<file path="src/rtl/pfsm_pkg.sv">
// ----------------------------------------------------------------------------
// pfsm_pkg
// Shared types, codes and defaults of the programmable transition table FSM.
// ----------------------------------------------------------------------------
`default_nettype none

package pfsm_pkg;

  // Defaults for the top-level parameters
  localparam int MAX_STATES_DEF  = 16;
  localparam int MAX_ACTIONS_DEF = 16;
  localparam int ID_WIDTH_DEF    = 16;

  // Fixed port field widths
  localparam int CMD_W     = 3;
  localparam int FIELD_W   = 16;
  localparam int ACT_W     = 4;
  localparam int STATUS_W  = 2;
  localparam int SLOT_W    = 5;
  localparam int CFG_W     = 5;
  localparam int CFG_IDX_W = 4;

  // Configuration register indexes and reset values
  localparam logic [CFG_IDX_W-1:0] REG_STATES_IN_USE  = CFG_IDX_W'(0);
  localparam logic [CFG_IDX_W-1:0] REG_ACTIONS_IN_USE = CFG_IDX_W'(1);
  localparam logic [CFG_W-1:0]     STATES_RESET       = CFG_W'(16);
  localparam logic [CFG_W-1:0]     ACTIONS_RESET      = CFG_W'(16);

  // Command codes
  typedef enum logic [CMD_W-1:0] {
    CMD_CLEAR      = 3'd0,
    CMD_ADD_STATE  = 3'd1,
    CMD_ADD_TRANS  = 3'd2,
    CMD_BULK       = 3'd3,
    CMD_BULK_REPL  = 3'd4,
    CMD_TAKE       = 3'd5,
    CMD_FIND       = 3'd6
  } cmd_t;

  // Result status codes
  typedef enum logic [STATUS_W-1:0] {
    STS_OK      = 2'd0,
    STS_BAD     = 2'd1,
    STS_FULL    = 2'd2,
    STS_NOTRANS = 2'd3
  } sts_t;

  // Slot pointer update
  typedef enum logic [2:0] {
    PTR_HOLD      = 3'd0,
    PTR_ZERO      = 3'd1,
    PTR_INC       = 3'd2,
    PTR_OUTER_INC = 3'd3,
    PTR_LOAD_B    = 3'd4
  } ptr_op_t;

  // Search key update
  typedef enum logic [1:0] {
    KEY_HOLD = 2'd0,
    KEY_SID  = 2'd1,
    KEY_TID  = 2'd2,
    KEY_CALC = 2'd3
  } key_op_t;

  // Transition table address source
  typedef enum logic [1:0] {
    TBL_SWEEP  = 2'd0,
    TBL_SLOT_A = 2'd1,
    TBL_PTR    = 2'd2,
    TBL_OUTER  = 2'd3
  } tbl_sel_t;

  // Transition table write data source
  typedef enum logic [1:0] {
    WD_NONE   = 2'd0,
    WD_PTR    = 2'd1,
    WD_SLOT_B = 2'd2
  } tbl_wd_t;

  // Controller to datapath commands
  typedef struct packed {
    logic     latch;
    ptr_op_t  ptr_op;
    key_op_t  key_op;
    logic     cap_a;
    logic     cap_b;
    logic     save_outer;
    logic     id_we;
    logic     tbl_we;
    tbl_sel_t tbl_sel;
    tbl_wd_t  tbl_wd;
    logic     sweep_inc;
    logic     res_load;
    sts_t     res_status;
    logic     res_slot_ptr;
    logic     res_next_id;
  } ctrl_cmd_t;

  // Datapath to controller status
  typedef struct packed {
    cmd_t op;
    logic sid_zero;
    logic act_ok;
    logic ptr_end;
    logic id_empty;
    logic key_hit;
    logic mask_hit;
    logic b_out;
    logic sweep_last;
    logic sweep_ids;
  } ctrl_sts_t;

endpackage

`default_nettype wire

</file>
<file path="src/rtl/pfsm_ram.sv">
// ----------------------------------------------------------------------------
// pfsm_ram
// Generic single-port RAM, one write or read per cycle, registered read data.
// ----------------------------------------------------------------------------
`default_nettype none

module pfsm_ram #(
  parameter  int WIDTH = 8,
  parameter  int DEPTH = 16,
  localparam int AW    = (DEPTH > 1) ? $clog2(DEPTH) : 1
) (
  input  wire logic             clk,
  input  wire logic             we,
  input  wire logic [AW-1:0]    addr,
  input  wire logic [WIDTH-1:0] wdata,
  output logic      [WIDTH-1:0] rdata
);

  logic [WIDTH-1:0] mem [DEPTH];

  // Write port and registered read
  always_ff @(posedge clk) begin
    if (we) begin
      mem[addr] <= wdata;
    end
    rdata <= mem[addr];
  end

endmodule

`default_nettype wire

</file>
<file path="src/rtl/pfsm_ctrl.sv">
// ----------------------------------------------------------------------------
// pfsm_ctrl
// Command sequencer: clearing sweep, slot scans, bulk loops and table reads.
// ----------------------------------------------------------------------------
`default_nettype none

module pfsm_ctrl import pfsm_pkg::*; (
  input  wire logic      clk,
  input  wire logic      rst_n,
  input  wire logic      start,
  input  wire ctrl_sts_t sts,
  output ctrl_cmd_t      cmd,
  output logic           busy
);

  typedef enum logic [12:0] {
    S_INIT    = 13'b0000000000001,
    S_IDLE    = 13'b0000000000010,
    S_DECODE  = 13'b0000000000100,
    S_CLEAR   = 13'b0000000001000,
    S_ALLOC   = 13'b0000000010000,
    S_FIND_A  = 13'b0000000100000,
    S_FIND_B  = 13'b0000001000000,
    S_BULK    = 13'b0000010000000,
    S_OUTER   = 13'b0000100000000,
    S_INNER   = 13'b0001000000000,
    S_TBL_RD  = 13'b0010000000000,
    S_TBL_CHK = 13'b0100000000000,
    S_ID_RD   = 13'b1000000000000
  } state_t;

  state_t state_r, state_nxt;

  // State register; reset starts the clearing sweep
  always_ff @(posedge clk) begin
    if (!rst_n) begin
      state_r <= S_INIT;
    end else begin
      state_r <= state_nxt;
    end
  end

  assign busy = (state_r != S_IDLE);

  // Next state and datapath commands
  always_comb begin
    state_nxt = state_r;
    cmd       = '0;
    unique case (state_r)
      S_INIT, S_CLEAR: begin
        cmd.id_we     = sts.sweep_ids;
        cmd.tbl_we    = 1'b1;
        cmd.tbl_sel   = TBL_SWEEP;
        cmd.tbl_wd    = WD_NONE;
        cmd.sweep_inc = 1'b1;
        if (sts.sweep_last) begin
          state_nxt = S_IDLE;
          if (state_r == S_CLEAR) begin
            cmd.res_load   = 1'b1;
            cmd.res_status = STS_OK;
          end
        end
      end

      S_IDLE: begin
        if (start) begin
          cmd.latch = 1'b1;
          state_nxt = S_DECODE;
        end
      end

      S_DECODE: begin
        cmd.ptr_op = PTR_ZERO;
        state_nxt  = S_IDLE;
        unique case (sts.op)
          CMD_CLEAR: state_nxt = S_CLEAR;
          CMD_ADD_STATE: begin
            if (sts.sid_zero) begin
              cmd.res_load   = 1'b1;
              cmd.res_status = STS_BAD;
            end else begin
              state_nxt = S_ALLOC;
            end
          end
          CMD_ADD_TRANS, CMD_TAKE: begin
            if (!sts.act_ok) begin
              cmd.res_load   = 1'b1;
              cmd.res_status = STS_BAD;
            end else begin
              cmd.key_op = KEY_SID;
              state_nxt  = S_FIND_A;
            end
          end
          CMD_BULK: begin
            if (!sts.act_ok) begin
              cmd.res_load   = 1'b1;
              cmd.res_status = STS_BAD;
            end else begin
              cmd.key_op = KEY_TID;
              state_nxt  = S_FIND_B;
            end
          end
          CMD_BULK_REPL: begin
            if (!sts.act_ok) begin
              cmd.res_load   = 1'b1;
              cmd.res_status = STS_BAD;
            end else begin
              state_nxt = S_OUTER;
            end
          end
          CMD_FIND: begin
            cmd.key_op = KEY_SID;
            state_nxt  = S_FIND_A;
          end
          default: begin
            cmd.res_load   = 1'b1;
            cmd.res_status = STS_BAD;
          end
        endcase
      end

      // First free slot
      S_ALLOC: begin
        priority if (sts.ptr_end) begin
          cmd.res_load   = 1'b1;
          cmd.res_status = STS_FULL;
          state_nxt      = S_IDLE;
        end else if (sts.id_empty) begin
          cmd.id_we        = 1'b1;
          cmd.res_load     = 1'b1;
          cmd.res_status   = STS_OK;
          cmd.res_slot_ptr = 1'b1;
          state_nxt        = S_IDLE;
        end else begin
          cmd.ptr_op = PTR_INC;
        end
      end

      // Source state lookup
      S_FIND_A: begin
        priority if (sts.ptr_end) begin
          cmd.res_load   = 1'b1;
          cmd.res_status = STS_BAD;
          state_nxt      = S_IDLE;
        end else if (sts.key_hit) begin
          cmd.cap_a = 1'b1;
          priority if (sts.op == CMD_FIND) begin
            cmd.res_load     = 1'b1;
            cmd.res_status   = STS_OK;
            cmd.res_slot_ptr = 1'b1;
            state_nxt        = S_IDLE;
          end else if (sts.op == CMD_ADD_TRANS) begin
            cmd.key_op = KEY_TID;
            cmd.ptr_op = PTR_ZERO;
            state_nxt  = S_FIND_B;
          end else begin
            state_nxt = S_TBL_RD;
          end
        end else begin
          cmd.ptr_op = PTR_INC;
        end
      end

      // Target state lookup
      S_FIND_B: begin
        priority if (sts.ptr_end) begin
          cmd.res_load   = 1'b1;
          cmd.res_status = STS_BAD;
          state_nxt      = S_IDLE;
        end else if (sts.key_hit) begin
          if (sts.op == CMD_ADD_TRANS) begin
            cmd.tbl_we     = 1'b1;
            cmd.tbl_sel    = TBL_SLOT_A;
            cmd.tbl_wd     = WD_PTR;
            cmd.res_load   = 1'b1;
            cmd.res_status = STS_OK;
            state_nxt      = S_IDLE;
          end else begin
            cmd.cap_b  = 1'b1;
            cmd.ptr_op = PTR_ZERO;
            state_nxt  = S_BULK;
          end
        end else begin
          cmd.ptr_op = PTR_INC;
        end
      end

      // Fixed-target bulk add over every slot in use whose id matches the mask
      S_BULK: begin
        if (sts.ptr_end) begin
          cmd.res_load   = 1'b1;
          cmd.res_status = STS_OK;
          state_nxt      = S_IDLE;
        end else begin
          cmd.tbl_we  = sts.mask_hit;
          cmd.tbl_sel = TBL_PTR;
          cmd.tbl_wd  = WD_SLOT_B;
          cmd.ptr_op  = PTR_INC;
        end
      end

      // Replace mode: outer loop over source slots
      S_OUTER: begin
        priority if (sts.ptr_end) begin
          cmd.res_load   = 1'b1;
          cmd.res_status = STS_OK;
          state_nxt      = S_IDLE;
        end else if (sts.mask_hit) begin
          cmd.save_outer = 1'b1;
          cmd.key_op     = KEY_CALC;
          cmd.ptr_op     = PTR_ZERO;
          state_nxt      = S_INNER;
        end else begin
          cmd.ptr_op = PTR_INC;
        end
      end

      // Replace mode: look up the computed target
      S_INNER: begin
        priority if (sts.ptr_end) begin
          cmd.res_load   = 1'b1;
          cmd.res_status = STS_BAD;
          state_nxt      = S_IDLE;
        end else if (sts.key_hit) begin
          cmd.tbl_we  = 1'b1;
          cmd.tbl_sel = TBL_OUTER;
          cmd.tbl_wd  = WD_PTR;
          cmd.ptr_op  = PTR_OUTER_INC;
          state_nxt   = S_OUTER;
        end else begin
          cmd.ptr_op = PTR_INC;
        end
      end

      S_TBL_RD: begin
        cmd.tbl_sel = TBL_SLOT_A;
        state_nxt   = S_TBL_CHK;
      end

      S_TBL_CHK: begin
        if (sts.b_out) begin
          cmd.res_load   = 1'b1;
          cmd.res_status = STS_NOTRANS;
          state_nxt      = S_IDLE;
        end else begin
          cmd.ptr_op = PTR_LOAD_B;
          state_nxt  = S_ID_RD;
        end
      end

      S_ID_RD: begin
        cmd.res_load    = 1'b1;
        cmd.res_status  = STS_OK;
        cmd.res_next_id = 1'b1;
        state_nxt       = S_IDLE;
      end

      default: state_nxt = S_IDLE;
    endcase
  end

endmodule

`default_nettype wire

</file>
<file path="src/rtl/pfsm_dpath.sv">
// ----------------------------------------------------------------------------
// pfsm_dpath
// Operand registers, id store, transition table, scan pointer and result.
// ----------------------------------------------------------------------------
`default_nettype none

module pfsm_dpath import pfsm_pkg::*; #(
  parameter int MAX_STATES  = MAX_STATES_DEF,
  parameter int MAX_ACTIONS = MAX_ACTIONS_DEF,
  parameter int ID_WIDTH    = ID_WIDTH_DEF
) (
  input  wire logic                clk,
  input  wire logic                rst_n,
  input  wire logic [CMD_W-1:0]    in_command,
  input  wire logic [FIELD_W-1:0]  in_state_id,
  input  wire logic [FIELD_W-1:0]  in_target_id,
  input  wire logic [ACT_W-1:0]    in_action,
  input  wire logic [FIELD_W-1:0]  in_mask,
  input  wire logic [FIELD_W-1:0]  in_replace_bits,
  input  wire logic [CFG_W-1:0]    states_in_use,
  input  wire logic [CFG_W-1:0]    actions_in_use,
  input  wire ctrl_cmd_t           cmd,
  output ctrl_sts_t                sts,
  output logic                     out_valid,
  output logic [STATUS_W-1:0]      out_status,
  output logic [FIELD_W-1:0]       out_next_state_id,
  output logic [SLOT_W-1:0]        out_slot
);

  localparam int IW  = ID_WIDTH;
  localparam int SIW = $clog2(MAX_STATES);
  localparam int SW  = $clog2(MAX_STATES + 1);
  localparam int ABW = (MAX_ACTIONS > 1) ? $clog2(MAX_ACTIONS) : 1;
  localparam int TAW = SIW + ABW;
  localparam int TD  = MAX_STATES * (2 ** ABW);

  // Operands of the current command
  cmd_t            op_r;
  logic [IW-1:0]   sid_r, tid_r, msk_r, rep_r;
  logic [ACT_W-1:0] act_r;

  // Scan state
  logic [IW-1:0]   key_r, key_nxt;
  logic [SW-1:0]   ptr_r, ptr_nxt;
  logic [SW-1:0]   outer_r, slot_a_r, slot_b_r;
  logic [TAW-1:0]  sweep_r;

  // Result registers
  logic            vld_r;
  sts_t            sts_r;
  logic [IW-1:0]   next_r;
  logic [SW-1:0]   slot_r;

  // Memories
  logic [SIW-1:0]  id_addr;
  logic [IW-1:0]   id_wdata, id_rd;
  logic [TAW-1:0]  tbl_addr;
  logic [SW-1:0]   tbl_wdata, tbl_rd;

  // Widening helpers
  logic [31:0]     sid_w, tid_w, msk_w, rep_w;
  logic [31:0]     ns_w, na_w, act_w, next_w, slot_w;
  logic [SW-1:0]   ns;
  logic [ABW-1:0]  act_idx;

  assign sid_w = 32'(in_state_id);
  assign tid_w = 32'(in_target_id);
  assign msk_w = 32'(in_mask);
  assign rep_w = 32'(in_replace_bits);

  // Effective slot and action counts
  assign ns_w = (32'(states_in_use) > MAX_STATES) ? MAX_STATES : 32'(states_in_use);
  assign na_w = (32'(actions_in_use) > MAX_ACTIONS) ? MAX_ACTIONS : 32'(actions_in_use);
  assign ns   = ns_w[SW-1:0];

  assign act_w   = 32'(act_r);
  assign act_idx = act_w[ABW-1:0];

  // Operand capture on a new transaction
  always_ff @(posedge clk) begin
    if (cmd.latch) begin
      op_r  <= cmd_t'(in_command);
      sid_r <= sid_w[IW-1:0];
      tid_r <= tid_w[IW-1:0];
      msk_r <= msk_w[IW-1:0];
      rep_r <= rep_w[IW-1:0];
      act_r <= in_action;
    end
  end

  // Slot pointer; the id store is read at its next value so that the read
  // data lines up with the pointer register
  always_comb begin
    unique case (cmd.ptr_op)
      PTR_HOLD:      ptr_nxt = ptr_r;
      PTR_ZERO:      ptr_nxt = '0;
      PTR_INC:       ptr_nxt = ptr_r + SW'(1);
      PTR_OUTER_INC: ptr_nxt = outer_r + SW'(1);
      PTR_LOAD_B:    ptr_nxt = tbl_rd;
      default:       ptr_nxt = ptr_r;
    endcase
  end

  // Search key
  always_comb begin
    unique case (cmd.key_op)
      KEY_HOLD: key_nxt = key_r;
      KEY_SID:  key_nxt = sid_r;
      KEY_TID:  key_nxt = tid_r;
      KEY_CALC: key_nxt = (id_rd & ~rep_r) | tid_r;
      default:  key_nxt = key_r;
    endcase
  end

  always_ff @(posedge clk) begin
    ptr_r <= ptr_nxt;
    key_r <= key_nxt;
    if (cmd.cap_a) begin
      slot_a_r <= ptr_r;
    end
    if (cmd.cap_b) begin
      slot_b_r <= ptr_r;
    end
    if (cmd.save_outer) begin
      outer_r <= ptr_r;
    end
  end

  // Clearing sweep counter
  always_ff @(posedge clk) begin
    if (!rst_n) begin
      sweep_r <= '0;
    end else if (cmd.sweep_inc) begin
      sweep_r <= sts.sweep_last ? '0 : sweep_r + TAW'(1);
    end
  end

  // Id store
  assign id_addr  = cmd.sweep_inc ? sweep_r[SIW-1:0] : ptr_nxt[SIW-1:0];
  assign id_wdata = cmd.sweep_inc ? '0 : sid_r;

  pfsm_ram #(
    .WIDTH (IW),
    .DEPTH (MAX_STATES)
  ) u_id_ram (
    .clk   (clk),
    .we    (cmd.id_we),
    .addr  (id_addr),
    .wdata (id_wdata),
    .rdata (id_rd)
  );

  // Transition table, row per source slot, column per action
  always_comb begin
    unique case (cmd.tbl_sel)
      TBL_SWEEP:  tbl_addr = sweep_r;
      TBL_SLOT_A: tbl_addr = {slot_a_r[SIW-1:0], act_idx};
      TBL_PTR:    tbl_addr = {ptr_r[SIW-1:0], act_idx};
      TBL_OUTER:  tbl_addr = {outer_r[SIW-1:0], act_idx};
      default:    tbl_addr = sweep_r;
    endcase
  end

  always_comb begin
    unique case (cmd.tbl_wd)
      WD_NONE:   tbl_wdata = SW'(MAX_STATES);
      WD_PTR:    tbl_wdata = ptr_r;
      WD_SLOT_B: tbl_wdata = slot_b_r;
      default:   tbl_wdata = SW'(MAX_STATES);
    endcase
  end

  pfsm_ram #(
    .WIDTH (SW),
    .DEPTH (TD)
  ) u_tbl_ram (
    .clk   (clk),
    .we    (cmd.tbl_we),
    .addr  (tbl_addr),
    .wdata (tbl_wdata),
    .rdata (tbl_rd)
  );

  // Status to the controller; id zero never matches
  always_comb begin
    sts.op         = op_r;
    sts.sid_zero   = (sid_r == '0);
    sts.act_ok     = (act_w < na_w);
    sts.ptr_end    = (ptr_r >= ns);
    sts.id_empty   = (id_rd == '0);
    sts.key_hit    = (key_r != '0) && (id_rd == key_r);
    sts.mask_hit   = (id_rd != '0) && ((id_rd & msk_r) == msk_r);
    sts.b_out      = (tbl_rd >= ns);
    sts.sweep_last = (sweep_r == TAW'(TD - 1));
    sts.sweep_ids  = (32'(sweep_r) < MAX_STATES);
  end

  // Result register, strobed for one cycle
  always_ff @(posedge clk) begin
    if (!rst_n) begin
      vld_r <= 1'b0;
    end else begin
      vld_r <= cmd.res_load;
    end
  end

  always_ff @(posedge clk) begin
    if (cmd.res_load) begin
      sts_r  <= cmd.res_status;
      slot_r <= cmd.res_slot_ptr ? ptr_r : SW'(MAX_STATES);
      next_r <= cmd.res_next_id ? id_rd : '0;
    end
  end

  assign next_w            = 32'(next_r);
  assign slot_w            = 32'(slot_r);
  assign out_valid         = vld_r;
  assign out_status        = sts_r;
  assign out_next_state_id = next_w[FIELD_W-1:0];
  assign out_slot          = slot_w[SLOT_W-1:0];

endmodule

`default_nettype wire

</file>
<file path="src/rtl/programmable_fsm_transition_table.sv">
// ----------------------------------------------------------------------------
// programmable_fsm_transition_table
// Scans step through the ns = states in use slots, one slot per cycle, set by
// the id store read port. Clear sweeps all MAX_STATES * 2**clog2(MAX_ACTIONS)
// table entries, one table entry per cycle. One command at a time; one-cycle
// result strobe, no stall. Reset runs the sweep.
// ----------------------------------------------------------------------------
`default_nettype none

module programmable_fsm_transition_table import pfsm_pkg::*; #(
  parameter int MAX_STATES  = MAX_STATES_DEF,
  parameter int MAX_ACTIONS = MAX_ACTIONS_DEF,
  parameter int ID_WIDTH    = ID_WIDTH_DEF
) (
  input  wire logic                 clk,
  input  wire logic                 rst_n,
  // command channel
  input  wire logic                 start,
  output logic                      busy,
  input  wire logic [CMD_W-1:0]     in_command,
  input  wire logic [FIELD_W-1:0]   in_state_id,
  input  wire logic [FIELD_W-1:0]   in_target_id,
  input  wire logic [ACT_W-1:0]     in_action,
  input  wire logic [FIELD_W-1:0]   in_mask,
  input  wire logic [FIELD_W-1:0]   in_replace_bits,
  // result channel
  output logic                      out_valid,
  output logic [STATUS_W-1:0]       out_status,
  output logic [FIELD_W-1:0]        out_next_state_id,
  output logic [SLOT_W-1:0]         out_slot,
  // configuration write channel
  input  wire logic                 cfg_valid,
  output logic                      cfg_ready,
  input  wire logic [CFG_IDX_W-1:0] cfg_index,
  input  wire logic [CFG_W-1:0]     cfg_data
);

  logic [CFG_W-1:0] states_r, actions_r;
  ctrl_cmd_t        cmd;
  ctrl_sts_t        sts;

  // Configuration registers; unknown indexes are dropped
  assign cfg_ready = 1'b1;

  always_ff @(posedge clk) begin
    if (!rst_n) begin
      states_r  <= STATES_RESET;
      actions_r <= ACTIONS_RESET;
    end else if (cfg_valid && cfg_ready) begin
      unique case (cfg_index)
        REG_STATES_IN_USE:  states_r  <= cfg_data;
        REG_ACTIONS_IN_USE: actions_r <= cfg_data;
        default: ;
      endcase
    end
  end

  pfsm_ctrl u_ctrl (
    .clk   (clk),
    .rst_n (rst_n),
    .start (start),
    .sts   (sts),
    .cmd   (cmd),
    .busy  (busy)
  );

  pfsm_dpath #(
    .MAX_STATES  (MAX_STATES),
    .MAX_ACTIONS (MAX_ACTIONS),
    .ID_WIDTH    (ID_WIDTH)
  ) u_dpath (
    .clk               (clk),
    .rst_n             (rst_n),
    .in_command        (in_command),
    .in_state_id       (in_state_id),
    .in_target_id      (in_target_id),
    .in_action         (in_action),
    .in_mask           (in_mask),
    .in_replace_bits   (in_replace_bits),
    .states_in_use     (states_r),
    .actions_in_use    (actions_r),
    .cmd               (cmd),
    .sts               (sts),
    .out_valid         (out_valid),
    .out_status        (out_status),
    .out_next_state_id (out_next_state_id),
    .out_slot          (out_slot)
  );

  // The result strobe comes as the sequencer returns to idle
  assert property (@(posedge clk) disable iff (!rst_n) out_valid |-> !busy)
    else $error("result strobe while busy");

  assert property (@(posedge clk) disable iff (!rst_n) out_valid |-> $past(busy))
    else $error("result strobe without a transaction in flight");

  // An accepted transaction never completes in the following cycle
  assert property (@(posedge clk) disable iff (!rst_n)
    (start && !busy) |=> (busy && !out_valid))
    else $error("accepted transaction not held busy");

  // Only a successful result carries a next state id
  assert property (@(posedge clk) disable iff (!rst_n)
    (out_valid && (out_status != STS_OK)) |-> (out_next_state_id == '0))
    else $error("next state id on a failed result");

endmodule

`default_nettype wire

</file>
<file path="config.mk">
export PLATFORM = sky130hd
export DESIGN_NAME = programmable_fsm_transition_table
export DESIGN_NICKNAME = d
export VERILOG_FILES = /design/src/rtl/pfsm_pkg.sv /design/src/rtl/pfsm_ram.sv /design/src/rtl/pfsm_ctrl.sv /design/src/rtl/pfsm_dpath.sv /design/src/rtl/programmable_fsm_transition_table.sv
export SDC_FILE = /design/constraint.sdc
export NUM_CORES = 2
export LEC_CHECK = 0
export ABC_AREA = 1
export ABC_CLOCK_PERIOD_IN_PS = 13500
export BUFFER_PORTS_ARGS = -buffer_cell sky130_fd_sc_hd__buf_2
export CAP_MARGIN = 25
export CORE_ASPECT_RATIO = 1.4
export CORE_UTILIZATION = 40
export CTS_CLUSTER_SIZE = 10
export DETAILED_ROUTE_END_ITERATION = 10
export PLACE_DENSITY = 0.56
export SKIP_LAST_GASP = 1
export SLEW_MARGIN = 25
export SYNTH_ARGS = -nofsm -noshare
export SYNTH_HDL_FRONTEND = slang
export SYNTH_HIERARCHICAL = 1
export SYNTH_SLANG_ARGS = --single-unit
</file>
<file path="constraint.sdc">
create_clock -name clk -period 13.5 [get_ports clk]
set_input_delay 2.7 -clock clk [delete_from_list [all_inputs] [get_ports clk]]
set_output_delay 2.7 -clock clk [all_outputs]
set_load 0.05 [all_outputs]
</file>
# --- After elaboration in Yosys (flattened, before gate mapping) ---
# Memories as Yosys holds them, arrays and structs flattened. A register that Yosys moved wholly into a read port is not among the register bits.
# Cells that the tools add are included.
totals:
  ramBits: 1536
  reg_bits: 161
  n_memories: 2
mem_list:
  columns: ["memory", "words", "word_bits", "rd", "rd_ports_with_merged_regs", "wr", "line", "source"]
  rows:
  - ["u_dpath.u_tbl_ram.mem", 256, 5, 1, 1, 1, "pfsm_ram.sv:19", "logic [WIDTH-1:0] mem [DEPTH];"]
  - ["u_dpath.u_id_ram.mem", 16, 16, 1, 1, 1, "pfsm_ram.sv:19", null]
op_classes:
  n_reduce_logical: 19
  order_cmp: 6
  n_addsub: 3
  n_bitwise: 4
  n_mux: 102
  eq_ne: 44
ops:
  columns: ["operator", "count"]
  rows:
  - ["$mux W13", 14]
  - ["$pmux W13 S11", 1]
  - ["$pmux W13 S6", 1]
  - ["$mux W3", 19]
  - ["$mux W5", 10]
  - ["$pmux W16 S3", 1]
  - ["$and A16 B16 Y16", 2]
  - ["$eq A16 B16 Y1", 2]
  - ["$logic_not A16 Y1", 2]
  - ["$lt A4 B32 Y1", 1]
  - ["$pmux W8 S4", 1]
  - ["$reduce_bool A16 Y1", 2]
  - ["$pmux W3 S9", 1]
  - ["$pmux W3 S8", 1]
  - ["$mux W1", 23]
  - ["$mux W11", 2]
  - ["$mux W4", 5]
  - ["$pmux W5 S4", 1]
  - ["$pmux W2 S3", 3]
  - ["$mux W16", 1]
  - ["$mux W8", 2]
  - ["$not A16 Y16", 1]
  - ["$or A16 B16 Y16", 1]
  - ["$eq A13 B1 Y1 const B", 1]
  - ["other kinds (47)", 80]

# --- Logic depth before layout (Yosys ltp) ---
depth:
  word_depth: 9
  ltp_mapped: 35
  ltp_nobuf: 33

# --- By module ---
# Netlist, hierarchy kept.
by_module_without_submodules:
  columns: ["mod", "cells_each", "area_per_inst_um2", "n_inst"]
  rows:
  - ["pfsm_ram at u_dpath.u_tbl_ram", 5157, 53578.9, 1]
  - ["pfsm_ram at u_dpath.u_id_ram", 1070, 11151.9, 1]
  - ["pfsm_dpath", 558, 6213.5, 1]
  - ["pfsm_ctrl", 268, 1497.7, 1]
  - ["programmable_fsm_transition_table", 82, 548.0, 1]

# --- Worst setup path before layout ---
# Ideal clock, no wire load.
synth_path:
  kind: "reg2reg"
  start: "reg states_r[0]"
  end: "mem u_dpath/u_tbl_ram/mem[0][0] in the netlist's numbering (data pin)"
  path_slack_ns: 2.534
  setup_ns: 1.574
  n_path_buf: 1
  t_arrival_ns: 9.391
  t_required_ns: 11.926
  path_stages_with_launch: 15
  cell_sequence: "dfxtp_1 > o41ai_1 > nand2_1 > ha_1 > a21oi_1 > o21bai_1 > a21oi_1 > o21bai_1 > buf_2 > inv_1 > nand4_1 > inv_1 > inv_1 > ha_1 > a21oi_1"
synth_rtl:
  columns: ["item", "line", "source"]
  rows:
  - ["start, declared", "programmable_fsm_transition_table.sv:38", "logic [CFG_W-1:0] states_r, actions_r;"]
  - ["start signal, assigned", "programmable_fsm_transition_table.sv:51", "REG_STATES_IN_USE: states_r <= cfg_data;"]
  - ["end, declared", "pfsm_ram.sv:19", null]

==> results by group <==
Timing
  – F_max: 0.1246 GHz
  – RSZ-0062 raised after global routing: false
  – Final period utilization: 59.44%
  – Worst hold slack: 0.4952 ns
  – Setup TNS after final layout: 0 ns
  – Worst Tran Pin Value: 1.083 ns
  – Fin crit period: 8.024 ns
  – Final hold viol count: 0
  – Slew Viols, Final: 0
  – Final setup violation count: 0
  – Layout Skew: 0.05582 ns
  – Rel. slew slack: approximately 28%

Drt
  – Initial DRC count: 3993
  – Routed via count: slightly below 50000
  – Vias/cell: 5.058
  – Detailed-route DRC error count: 0
  – Routed WL per cell: 20.98 µm
  – Antenna Nets Post-Route: 0
  – Final wirelength: 203000 µm
  – DR pass1 iterations: 6

Global route
  – Largest net degree at the start of global routing: 186
  – Total gr overflow: 0
  – First-pass GRT wire length: 303900 µm
  – Overall Global Routing Usage: 22.00%
  – Vias in the first global route: 48930
  – Initial antenna violation count: 6

Power
  – P_int: 0.01019 W
  – Leak pwr: 30.74 nW
  – Net switching power: 0.006406 W
  – Comb pwr share: around 34%
  – Clock power share: 27.9%
  – Peak supply drop: 0.1692 mV
  – Pwr Density: 204.5 nW/µm²
  – Switching Fraction: between 30% and 40%
  – Sequential share of power: 37.7%

Clock tree
  – Post_cts resized: 0
  – Clk pin slew, worst setup/hold paths: 0.05 ns
  – Post-CTS Setup Inserts: 0
  – CTS sink cnt: 1718
  – Clk Latency, worst-skew pair: 0.84 ns
  – CTS root buffer: clkbuf_16
  – # hold bufs at CTS: 0
  – CTS tree: yes
  – Clock Path Buffers: 3
  – H-tree depth reported by CTS: 4
  – TritonCTS Buffers: 191

Floorplanning
  – DIE HEIGHT: between 500 and 600 µm
  – Core Box Area: ~180000 µm²
  – Ports: 110
  – Initial core utilization: about 40%
  – Num rows: 185
  – Die area: between 150000 and 200000 µm²
  – Die W: about 360 µm

Synthesis
  – Register area share after synthesis: a little over two thirds
  – Synth Net Count: 7236
  – Syn avg cell area: 10.23 µm²
  – Synth Flop Type: edfxtp_1
  – Async SR Flop Fraction: 0%
  – Number of synthesized flops with an enable pin: 1661
  – Synth cell count leaders: nand2_1 (3867), edfxtp_1 (1661), nor2_1 (476), inv_1 (215), nand3_1 (169)
  – Yosys warnings: 6
  – Synth Cell Area: 72990 µm²
  – Area leader, netlist: edfxtp_1
  – Synthesized instance count: 7135
  – Unique cell type count in the Yosys netlist: 53
  – Yosys top cell area share: 68.34%
  – Count leader, synth: nand2_1
  – Number of synthesized register bits: 1718
  – Largest cells by area after synthesis: edfxtp_1 (68%), nand2_1 (20%), nor2_1 (2.4%)

Place
  – Port bufs: 108
  – Global placement routability congestion: about 0.9
  – DP Cell Count: 9408
  – Post-DP HPWL: 122400 µm

Layout
  – Share of cells above drive strength 1: 7.123%
  – Syn-to-layout area delta: 11.16%
  – Nets@finish: ~7300
  – Post-Layout Cell Count: between 9000 and 10000

Worst hold path
  – Hold crit path type: reg -> reg

Critical path
  – Kind of critical path: reg -> reg
  – Crit path launch type: register
  – Worst path required time: between 10 and 15 ns
  – Worst-path fanout max: 137
  – Crit path DAT: 8.80 ns
  – Crit end category: register

Flow run
  – Max Cap Viol: 0

Status
  – Status: finished, final reports clean
-- metal layers --
metal	global-route usage [%]	share of wire (%)
met5	0	0
met4	10.88	4.9
met3	2.992	5.2
met2	39.33	51
met1	25.77	39
-- cell families (layout without fill, tap and decap cells) --
kind of cell | count (synthesis) | after routing | share of synthesized area (%)
and+or+nand+nor | 4621 | 4621 | 24.67
DFF | 1718 | 1718 | 69.90
buffers and inverters | 564 | 673 | 3.398
AOI/OAI and AO/OA | 198 | 198 | 1.543
adders and majority gates | 17 | 17 | 0.2914
xor gates and xnor gates | 14 | 14 | 0.1680
muxes | 2 | 2 | 0.03085
other | 1 | 5 | 0.005138
-- flip-flops by register name, summed over array words and instances (netlist names) --
signal,flops
u_dpath/sweep_r,8
u_dpath/act_idx,4
u_dpath/msk_r,16
u_ctrl/state_r,13
u_dpath/sid_r,16
u_dpath/tid_r,16
u_dpath/u_id_ram/mem,256
u_dpath/ptr_r,5
u_dpath/key_r,16
u_dpath/op_r,3
u_dpath/u_tbl_ram/rdata,5
u_dpath/out_slot,5
u_dpath/out_valid,1
u_dpath/out_next_state_id,16
u_dpath/rep_r,16
u_dpath/u_id_ram/rdata,16
u_dpath/slot_a_r,4
u_dpath/out_status,2
states_r,5
u_dpath/outer_r,5
u_dpath/u_tbl_ram/mem,1280
u_dpath/slot_b_r,5
actions_r,5
-- cells in the final DEF, fill, tap and decap left out, types with 41 or more instances in the layout --
cell type | Yosys | layout
nand2_1 | 3867 | 3850
inv_1 | 215 | 214
o21ai_0 | 42 | 41
o21ai_1 | 76 | 76
buf_4 | 7 | 65
edfxtp_1 | 1661 | 1661
dfxtp_1 | 57 | 57
clkbuf_16 | 0 | 194
nor2_1 | 476 | 448
nand3_1 | 169 | 169
clkbuf_1 | 145 | 55
buf_2 | 148 | 108
-- final timing paths --
path | startpoint | end | slack, ns | cells past startpoint
min | actions_r[4] | actions_r[4] | 0.50 | 2
min reg2reg | actions_r[4] | actions_r[4] | 0.50 | 2
max | states_r[0] | u_dpath/u_tbl_ram/rdata[0] | 5.48 | 27
max reg2reg | states_r[0] | u_dpath/u_tbl_ram/rdata[0] | 5.48 | 27
-- per-stage QoR --
step                total power (W)  worst slack, ns  util (%)  area (µm²)
finish                      0.01660            5.476     44.71       81130
detailed placement          0.01210            5.706     41.76       75780
global placement            0.01209            5.787     41.74       75740
floorplan                   0.01035            2.534         -       72990
CTS                         0.01674            5.713     44.69       81100
global route                0.01764            5.050     44.71       81130
-- worst max-delay path, stage by stage (launching register included) --
cell and delay [ns]:
dfxtp_1 0.32, o41ai_1 0.53, nand2_1 0.17, ha_1 0.32, inv_1 0.04, o21bai_1 0.13, a21oi_1 0.08, o21bai_1 0.50
inv_1 0.32, nand3_2 0.19, nand2_1 0.19, nor2_1 0.73, nor2_1 0.17, a21oi_4 0.61, inv_8 0.46, nor2_4 0.18
buf_4 0.57, buf_4 0.78, nand2_1 0.12, nand3_1 0.15, nand2_1 0.07, nand2_1 0.08, o21ai_1 0.08, nand2_1 0.17
nor2_1 0.11, nor2_1 0.42, nor2_1 0.14, nand2_1 0.09
-- power by group through the flow --
stage	sequential [W]	combinational (W)	clock (W)
2_1_floorplan	0.00634	0.00401	0
3_3_place_gp	0.00637	0.00573	0
3_5_place_dp	0.00637	0.00574	0
4_1_cts	0.00626	0.00576	0.00473
5_1_grt	0.00627	0.00647	0.00490
6_report	0.00626	0.00571	0.00462
-- layout make-up --
class,instances,area [µm²]
Fill cell,17150,100300
Clock inverter,17,242.7
Tap cell,2431,3042
Timing Repair Buffer,178,1120
Antenna cell,4,10.01
Inverter,228,878.3
Clock buffer,250,5075
Sequential cell,1718,51020
Multi-Input combinational cell,4853,19750
Power figures use the tool's default switching activity.
